[config.mk]
export PLATFORM = sky130hd
export DESIGN_NAME = tcc_sweep
export DESIGN_NICKNAME = d
export VERILOG_FILES = /design/src/design/tcc_sweep.sv
export SDC_FILE = /design/constraint.sdc
export NUM_CORES = 1
export LEC_CHECK = 0
export BUFFER_PORTS_ARGS = -buffer_cell sky130_fd_sc_hd__buf_2
export CORE_MARGIN = 2
export CORE_UTILIZATION = 45
export DETAILED_ROUTE_END_ITERATION = 6
export PLACE_DENSITY = 0.69
export REMOVE_ABC_BUFFERS = 1
export SYNTH_ARGS = -nofsm -noshare
export SYNTH_HDL_FRONTEND = slang
export SYNTH_SLANG_ARGS = --single-unit
[constraint.sdc]
create_clock -name i_clk -period 11.9 [get_ports i_clk]
set_input_delay 2.38 -clock i_clk [delete_from_list [all_inputs] [get_ports i_clk]]
set_output_delay 2.38 -clock i_clk [all_outputs]
set_load 0.02 [all_outputs]
[src/design/tcc_sweep.sv]
// Sweep sequencer for clear and scroll: walks every cell once, copying a
// cell from shift entries away or writing the blank fill word.
// Drives the RAM ports of tcc_ram through the top level; no package use.
`default_nettype none

module tcc_sweep #(
    parameter int P_CELLS = 8192,
    localparam int AW = (P_CELLS > 1) ? $clog2(P_CELLS) : 1,
    localparam int CW = $clog2(P_CELLS + 1)
) (
    input  wire logic          i_clk,
    input  wire logic          i_rst_n,
    input  wire logic          i_start,
    input  wire logic [CW-1:0] i_total,
    input  wire logic [CW-1:0] i_shift,
    input  wire logic          i_down,
    input  wire logic [15:0]   i_fill,
    input  wire logic [15:0]   i_rdata,
    output logic      [AW-1:0] o_raddr,
    output logic               o_we,
    output logic      [AW-1:0] o_waddr,
    output logic      [15:0]   o_wdata,
    output logic               o_busy
);

    logic          r_active;
    logic [CW-1:0] r_k;
    logic [CW-1:0] r_total;
    logic [CW-1:0] r_shift;
    logic [CW-1:0] r_copy;
    logic          r_down;
    logic [15:0]   r_fill;
    logic          r_wv;
    logic [AW-1:0] r_waddr;
    logic          r_wfill;

    logic [CW-1:0] dst;
    logic [CW-1:0] src;
    logic          is_copy;

    // address generation: upward walks from the top, downward from the end
    always_comb begin
        if (r_down) begin
            dst = r_total - CW'(1) - r_k;
            src = dst - r_shift;
        end else begin
            dst = r_k;
            src = r_k + r_shift;
        end
        is_copy = (r_k < r_copy);
    end

    // control and write stage
    always_ff @(posedge i_clk) begin
        if (!i_rst_n) begin
            r_active <= 1'b0;
            r_wv     <= 1'b0;
        end else begin
            if (i_start) begin
                r_active <= 1'b1;
            end else if (r_active && (r_k == r_total - CW'(1))) begin
                r_active <= 1'b0;
            end
            r_wv <= r_active;
        end
    end

    // payload
    always_ff @(posedge i_clk) begin
        if (i_start) begin
            r_k     <= '0;
            r_total <= i_total;
            r_shift <= i_shift;
            r_copy  <= i_total - i_shift;
            r_down  <= i_down;
            r_fill  <= i_fill;
        end else if (r_active) begin
            r_k <= r_k + CW'(1);
        end
        r_waddr <= dst[AW-1:0];
        r_wfill <= !is_copy;
    end

    assign o_raddr = src[AW-1:0];
    assign o_we    = r_wv;
    assign o_waddr = r_waddr;
    assign o_wdata = r_wfill ? r_fill : i_rdata;
    assign o_busy  = r_active || r_wv;

endmodule

`default_nettype wire

==> summary.md <==
| Metric | Value |
|---|---|
| Outcome | `finished clean` |
| Worst Tran Pin Value | `0.872 ns` |
| CTS Hold Bufs | `0` |
| Synth cell count leaders | `ha_1, inv_1, edfxtp_1` |
| Drt wl/cell | `15.0 um` |
| Clock latency on the worst-skew pair | `approximately 0.34 ns` |
| Async set or reset register ratio after synthesis | `0%` |
| Final clock skew | `~0.0055 ns` |
| Cells after DPL | `~870` |
| Antenna cells | `0` |
| Slew headroom | `roughly two fifths` |
| Die H | `between 100 and 150 um` |
| Slew Viols, Final | `0` |
| Worst Hold Class | `flop to flop` |
| Leakage | `3.12 nW` |
| Post-layout min period | `6.88 ns` |
| Maxcap violations | `0` |
| Number of library cell types mapped by synthesis | `62` |
| Clock sinks | `between 80 and 90` |
| Worst hold path depth | `2` |
| Req. time, crit path | `approximately 9.5 ns` |
| TritonCTS buffer count | `9` |
| Top fanout value on the critical path | `6` |
| Final worst setup slack | `around 5.0 ns` |
| Vias in the first global route | `about 4600` |
| Fill cell count | `between 1000 and 1500` |
| RD Place Congestion | `0.937` |
| Synth area leaders | `edfxtp_1, ha_1, dfxtp_1, xnor2_1, inv_1` |
| Starting Density | `45.9%` |
| I/O pin count | `approximately 110` |
| Synth Flop Type | `edfxtp_1` |
| Reg2reg path depth | `10` |
| Setup TNS | `0 ns` |
| Cell Count, Final, Fillers Out | `890` |
| Drt total wl | `between 10 and 15 mm` |
| Initial antenna violation count | `0` |
| Endpoints failing setup | `0` |
| Via count | `around 4600` |
| Final HPWL DP | `roughly 11 mm` |
| Critical path class | `flop to output pin` |
| Peak supply drop | `~0.068 mV` |
| Synth Warn # | `0` |
| Mean Syn Cell Area | `roughly 10 um^2` |
| Share of post-route cells with drive strength above 1 | `a little over a fifth` |
| Setup Fix Bufs, Post-CTS | `0` |
| FMAX | `roughly 150 MHz` |
| TritonRoute pass-1 iters | `5` |
| Core Region | `around 0.013 mm^2` |
| Number of synthesized flops with an enable pin | `between 50 and 60` |
| Post-synth top area share | `between 20% and 30%` |
| Total power | `0.943 mW` |
| Grt ovf | `0` |
| Die extent in x | `between 100 and 150 um` |
| Power density over the cells | `between 100 and 150 mW/mm^2` |
| Final hold violations | `0` |
| Cts repair resizes | `0` |
| Largest net degree at the start of global routing | `between 70 and 80` |
| Startpoint types | `flop` |
| Critical path capture point type | `output pin` |
| Row cnt | `between 40 and 50` |
| Final #Nets | `841` |
| RSZ-0062 raised after global routing | `no` |
| Fin crit share | `57.9%` |
| Port Buf Inserts | `107` |
| Pre-CTS setup slack | `~5.4 ns` |
| 1st-iter DRT viols | `~250` |
| Via/cell ratio | `about 5.2` |
| First-pass GRT wire length | `between 20 and 25 mm` |
| CTS tree | `yes` |
| Clock Tree Root | `clkbuf_16` |
| Final ANT Viol Nets | `0` |
| CTS H-tree depth | `3` |
| Post-synth top area cell | `edfxtp_1` |
| Seq cells post-synth | `between 80 and 90` |
| Area of the die | `0.0143 mm^2` |
| Sequential fraction of the synthesis area | `between 30% and 40%` |
| Mapped Area | `between 0.006 and 0.007 mm^2` |
| Synth-to-Final Area Change | `16.4%` |
| DRC errors left | `0` |
| Total track usage | `19.1%` |
| Maximum buffer depth of the clock tree | `2` |
| CP arrival | `4.50 ns` |
| Cells after Synth | `600` |
| Worst-path clk slew | `around 0.060 ns` |
## cell usage in the layout (no fill, tap or decap), types with 22 or more instances in the layout
| cell type | instances |
|---|---|
| edfxtp_1 | 58 |
| dfxtp_1 | 30 |
| inv_1 | 64 |
| buf_2 | 107 |
| a21oi_1 | 33 |
| nor2_1 | 49 |
| nand2_1 | 29 |
| o21ai_0 | 27 |
| ha_1 | 64 |
| xor2_1 | 22 |
| xnor2_1 | 43 |
## final timing paths
check        startpoint           to  slack (ns)
max reg2reg  r_total[4]  o_waddr[12]        8.82
max          r_total[0]  o_raddr[12]        5.02
min             r_k[13]      r_k[13]        0.57
min reg2reg     r_k[13]      r_k[13]        0.57
## where the power goes
group | total, mW | switching (mW) | internal, mW | leakage, nW
sequential | 0.373 | 0.0151 | 0.358 | 0.814
clock | 0.254 | 0.114 | 0.140 | 0.125
combinational | 0.315 | 0.183 | 0.132 | 2.18
total | 0.943 | 0.313 | 0.630 | 3.12
## layer usage
metal  track usage, %  up-vias  wire length, um
li1                 -     2371                -
met1             25.5     2156             6380
met2             31.6       91             6300
met3             2.57       17              416
met4             7.06        0              230
met5                0        -                0
## flip-flops by register name (all words and copies together), names as in the netlist
register	cells
r_k	14
r_copy	14
r_wfill	1
o_we	1
r_total	14
r_shift	13
o_waddr	13
r_down	1
r_active	1
r_fill	16
## through the flow
stage | instance area (um^2) | util (%) | hold WS (ns)
after floorplan | 5980 | - | 0.518
after global placement | 6750 | 51.4 | 0.556
after detailed placement | 6750 | 51.4 | 0.559
after CTS | 7020 | 53.4 | 0.575
after global routing | 7020 | 53.4 | 0.630
final | 7020 | 53.4 | 0.571
## critical path, cell delays in order, from the launching register on
cell and delay, ns:
edfxtp_1 0.46, nor3_1 0.30, nor3b_1 0.27, xor2_1 0.19, ha_1 0.32, a211o_1 0.36
o311ai_1 0.37, nand2_1 0.11, xor2_1 0.18, ha_1 0.37, a2111o_1 0.43, o221ai_1 0.19
xnor2_1 0.11, mux2i_1 0.19, xnor2_1 0.14, buf_2 0.19
## logic make-up (layout without fill, tap and decap cells)
family                   after synthesis  after routing  share of synthesized area [%]
adder cells (fa/ha/maj)               68             68                           14.6
multiplexers                          27             27                           4.92
buffers and inverters                 75            189                           4.74
AO/OA/AOI/OAI                        132            132                           14.9
XOR/XNOR                              65             65                           9.45
AND/OR/NAND/NOR                      145            145                           12.5
flip-flops                            88             88                           38.9
## final cells by class
class,count,area [um^2],area share [%]
Inverter,64,240,3.42
Timing Repair Buffer,109,551,7.85
Sequential cell,88,2340,33.4
Multi-Input combinational cell,437,3400,48.4
Clock buffer,10,229,3.26
Clock inverter,6,36.3,0.517
Tap cell,176,220,3.14
Power figures use the tool's default switching activity.
