[config.mk]
export PLATFORM = sky130hd
export DESIGN_NAME = tcc_cfg
export DESIGN_NICKNAME = d
export VERILOG_FILES = /design/src/design/tcc_pkg.sv /design/src/design/tcc_cfg.sv
export SDC_FILE = /design/constraint.sdc
export NUM_CORES = 1
export LEC_CHECK = 0
export BUFFER_PORTS_ARGS = -buffer_cell sky130_fd_sc_hd__buf_2
export CAP_MARGIN = 10
export CORE_ASPECT_RATIO = 0.6
export CORE_MARGIN = 5
export CORE_UTILIZATION = 25
export DETAILED_ROUTE_END_ITERATION = 8
export PLACE_DENSITY = 0.61
export SLEW_MARGIN = 10
export SYNTH_ARGS = -nofsm -noshare
export SYNTH_HDL_FRONTEND = slang
export SYNTH_SLANG_ARGS = --single-unit
[constraint.sdc]
create_clock -name i_clk -period 2.82 [get_ports i_clk]
set_input_delay 0.846 -clock i_clk [delete_from_list [all_inputs] [get_ports i_clk]]
set_output_delay 0.846 -clock i_clk [all_outputs]
set_load 0.05 [all_outputs]
[src/design/tcc_pkg.sv]
// Package for the text console cell engine: command and status codes,
// register indexes, reset values and the configuration struct.
// No dependencies.
`default_nettype none

package tcc_pkg;

    // Default screen geometry limits
    localparam int MAX_COLS_DEF = 128;
    localparam int MAX_ROWS_DEF = 64;

    // Command codes
    localparam logic [3:0] CMD_CLEAR  = 4'd0;
    localparam logic [3:0] CMD_PUT    = 4'd1;
    localparam logic [3:0] CMD_CURSOR = 4'd2;
    localparam logic [3:0] CMD_SCROLL = 4'd3;
    localparam logic [3:0] CMD_VIS    = 4'd4;
    localparam logic [3:0] CMD_STYLE  = 4'd5;
    localparam logic [3:0] CMD_INDEX  = 4'd6;
    localparam logic [3:0] CMD_RGB    = 4'd7;
    localparam logic [3:0] CMD_READ   = 4'd8;

    // Status codes
    localparam logic [1:0] ST_OK      = 2'd0;
    localparam logic [1:0] ST_INVALID = 2'd1;
    localparam logic [1:0] ST_UNKNOWN = 2'd2;

    // Style codes
    localparam logic [1:0] STY_EMPH     = 2'd1;
    localparam logic [7:0] EMPHASIS_BIT = 8'h04;

    // Register indexes (word address bits)
    localparam logic [1:0] REG_WIDTH    = 2'd0;
    localparam logic [1:0] REG_HEIGHT   = 2'd1;
    localparam logic [1:0] REG_NORMAL   = 2'd2;
    localparam logic [1:0] REG_INVERTED = 2'd3;

    // Reset values
    localparam logic [7:0] WIDTH_RST    = 8'd80;
    localparam logic [6:0] HEIGHT_RST   = 7'd25;
    localparam logic [7:0] NORMAL_RST   = 8'h0f;
    localparam logic [7:0] INVERTED_RST = 8'hf0;
    localparam logic [7:0] ATTR_RST     = 8'h0f;

    localparam logic [7:0] BLANK_CHAR = 8'h20;

    typedef struct packed {
        logic [7:0] screen_width;
        logic [6:0] screen_height;
        logic [7:0] norm_attr;
        logic [7:0] inv_attr;
    } t_cfg;

endpackage

`default_nettype wire

[src/design/tcc_cfg.sv]
// APB-style configuration registers of the console engine.
// Depends on tcc_pkg.
`default_nettype none

module tcc_cfg (
    input  wire logic        i_clk,
    input  wire logic        i_rst_n,
    input  wire logic        psel,
    input  wire logic        penable,
    input  wire logic        pwrite,
    input  wire logic [3:0]  paddr,
    input  wire logic [31:0] pwdata,
    output logic      [31:0] prdata,
    output logic             pready,
    output tcc_pkg::t_cfg    o_cfg
);

    tcc_pkg::t_cfg r_cfg;
    logic          wr;

    assign pready = 1'b1;
    assign wr     = psel && penable && pwrite;

    // register writes
    always_ff @(posedge i_clk) begin
        if (!i_rst_n) begin
            r_cfg.screen_width  <= tcc_pkg::WIDTH_RST;
            r_cfg.screen_height <= tcc_pkg::HEIGHT_RST;
            r_cfg.norm_attr     <= tcc_pkg::NORMAL_RST;
            r_cfg.inv_attr      <= tcc_pkg::INVERTED_RST;
        end else if (wr) begin
            unique case (paddr[3:2])
                tcc_pkg::REG_WIDTH:    r_cfg.screen_width  <= pwdata[7:0];
                tcc_pkg::REG_HEIGHT:   r_cfg.screen_height <= pwdata[6:0];
                tcc_pkg::REG_NORMAL:   r_cfg.norm_attr     <= pwdata[7:0];
                tcc_pkg::REG_INVERTED: r_cfg.inv_attr      <= pwdata[7:0];
                default: ;
            endcase
        end
    end

    // read back
    always_comb begin
        unique case (paddr[3:2])
            tcc_pkg::REG_WIDTH:    prdata = {24'd0, r_cfg.screen_width};
            tcc_pkg::REG_HEIGHT:   prdata = {25'd0, r_cfg.screen_height};
            tcc_pkg::REG_NORMAL:   prdata = {24'd0, r_cfg.norm_attr};
            tcc_pkg::REG_INVERTED: prdata = {24'd0, r_cfg.inv_attr};
            default:               prdata = 32'd0;
        endcase
    end

    assign o_cfg = r_cfg;

endmodule

`default_nettype wire

==> run summary <==
Met2 Track Usage GR = 0.151
Register area share after synthesis = 0.370
CP startpoint kind = primary input
Area of the die = 8510 um2
CP Capture Type = output pin
Final Max Tran Viols = 0
Post-synthesis cell count = 162
Total routed wirelength = 4.30 mm
RePlAce Congestion = 0.735
Gr ovfl total = 0
Placeable Area = 6590 um2
Max Freq = 371 MHz
Primary FF master, synth = dfxtp_1
First-pass GRT wire length = 6.54 mm
Hold crit path type = reg -> reg
Unrepaired setup endpoints after global routing = false
Max FFs per register = 31
Global Route met1 Usage = 0.144
Pwr per Cell Area = 556 nW/um2
Cell row count = 23
WHS = 0.474 ns
GR peak layer = met2
Netlist cell types = 25
Arrival time worst endpoint = 1.85 ns
Drt pass-1 iters = 4
Postcts setup bufs = 0
Vias per cell = 4.05
TNS Setup = 0 ns
Share of cells above drive strength 1 = 0.370
Vias = 1228
Clk_lat worst skew = 0.27 ns
Yosys top cell area share = 0.370
Met3 usage = 0.0370
Final Hold Viols = 0
Final ANT Viol Nets = 0
Maxcap violations = 0
Top cells by area, synth = dfxtp_1 37%, mux2i_1 17%, buf_4 11%, mux4_2 9.4%, nand2_1 5.8%
DRC = 0
Worst slew margin = 0.655
CTS tree = built
Routed WL per cell = 14.2 um
Area post-placement = 1900 um2
Final period util = 0.955
Worst Path Max Fanout = 8
Starting Density = 0.255
Vias in the first global route = 1251
Die span in x = 116 um
Crit Path Class = in -> out
Leakage = 0.966 nW
Sink Count = 31
Initial antenna violation count = 0
Drt first-iter violations = 38
Final Setup Violations = 0
Status = completed
Required time of the critical path = 1.97 ns
Final Cell Area = 2020 um2
Diodes inserted = 0
Ports = 105
Buffers on Ports = 53
# H-tree levels = 2
Dominant cell by count in the synthesized netlist = dfxtp_1
Hpwl dp = 3.23 mm
Synth Warn # = 0
Die Span Y = 73.5 um
Worst-Margin Slew = 0.517 ns
P&R area growth vs syn = 20.1%
Max IR drop VDD = 0.159 mV
CTS root buf = clkbuf_8
Total GRT Usage = 0.102
EDFF count, synth = 0
Final net count = 256
Mapped cell area = 1680 um2
Crit path time final = 2.69 ns
CTS Buffer Depth = 2
Pin count of the biggest net entering global routing = 30
Asr flop ratio synth = 0
Dominant cell type by area after synthesis = dfxtp_1
Clk slew on worst S/H paths = 0.07 ns
Final Util = 0.306
Skew final = 0 ns
Commonest cells post-synth = 31 x dfxtp_1, 29 x mux2i_1, 26 x nand2_1
Mean Syn Cell Area = 10.4 um2
FF+latch count, synth = 31
CTS Buf Count = 5
## kinds of logic (layout without fill, tap and decap cells)
| kind of cell | count (synthesis) | after routing | synth area share |
|---|---|---|---|
| compound gates | 3 | 3 | 0.0157 |
| simple gates | 53 | 53 | 0.160 |
| other cells | 2 | 25 | 0.00447 |
| mux | 37 | 37 | 0.273 |
| flops | 31 | 31 | 0.370 |
| buf+inv | 36 | 67 | 0.177 |
## power by group
group	total (W)	internal, W	switching (W)
registers	0.000448	0.000444	0.00000461
logic	0.000225	0.0000479	0.000177
clock network	0.000448	0.000286	0.000163
## critical path: stages
cell and delay (ns):
clkbuf_4 0.24, mux4_2 0.53, buf_2 0.23
## final cells by class
class,count,area (um2)
Tap cell,87,109
Inverter,1,3.75
Fill cell,720,4570
Clock buffer,6,82.6
Clock inverter,2,35.0
Multi-Input combinational cell,118,848
Sequential cell,31,621
Timing Repair Buffer,58,318
## stage by stage
stage | setup slack (ns) | instances | power [W]
after detailed placement | 0.0518 | 295 | 0.000683
after floorplan | 0.206 | 185 | 0.000673
after global routing | 0.0814 | 303 | 0.00117
final | 0.127 | 303 | 0.00112
after CTS | 0.0370 | 303 | 0.00114
after global placement | 0.0255 | 295 | 0.000682
## path summary, 6_finish.rpt
path | start | to | slack, ns | cells after the start
setup reg to reg | o_cfg[5] | o_cfg[5] | 2.13 | 1
setup / recovery | paddr[3] | prdata[0] | 0.13 | 3
hold reg to reg | o_cfg[21] | o_cfg[21] | 0.47 | 2
hold / removal | o_cfg[21] | o_cfg[21] | 0.47 | 2
## cells in the final DEF (no fill, tap or decap)
| cell type | instances |
|---|---|
| buf_2 | 52 |
| dfxtp_1 | 31 |
| mux2i_1 | 29 |
| nand2_1 | 26 |
| conb_1 | 25 |
| nor2_1 | 14 |
| mux4_2 | 7 |
| clkbuf_8 | 6 |
| buf_4 | 4 |
| nor2b_1 | 3 |
| and4_1 | 2 |
| a211o_1 | 2 |
| nor2_4 | 1 |
| mux2_2 | 1 |
| a22o_1 | 1 |
| and3_1 | 1 |
| and3b_2 | 1 |
| inv_1 | 1 |
| and3b_1 | 1 |
| and3_4 | 1 |
| nand3_4 | 1 |
| nand2_2 | 1 |
| nand3b_2 | 1 |
| clkinv_2 | 1 |
| bufinv_16 | 1 |
| clkbuf_4 | 1 |
| buf_12 | 1 |
## timing repair
item,CTS,global route
resized for setup,0,1
endpoints found under the setup margin,0,2
hold buffers,0,0
## per-layer routing
layer | share of wire | vias up
li1 | - | 602
met1 | 0.49 | 587
met2 | 0.43 | 39
met3 | 0.078 | 0
met4 | 0 | 0
met5 | 0 | -
Power figures use the tool's default switching activity.
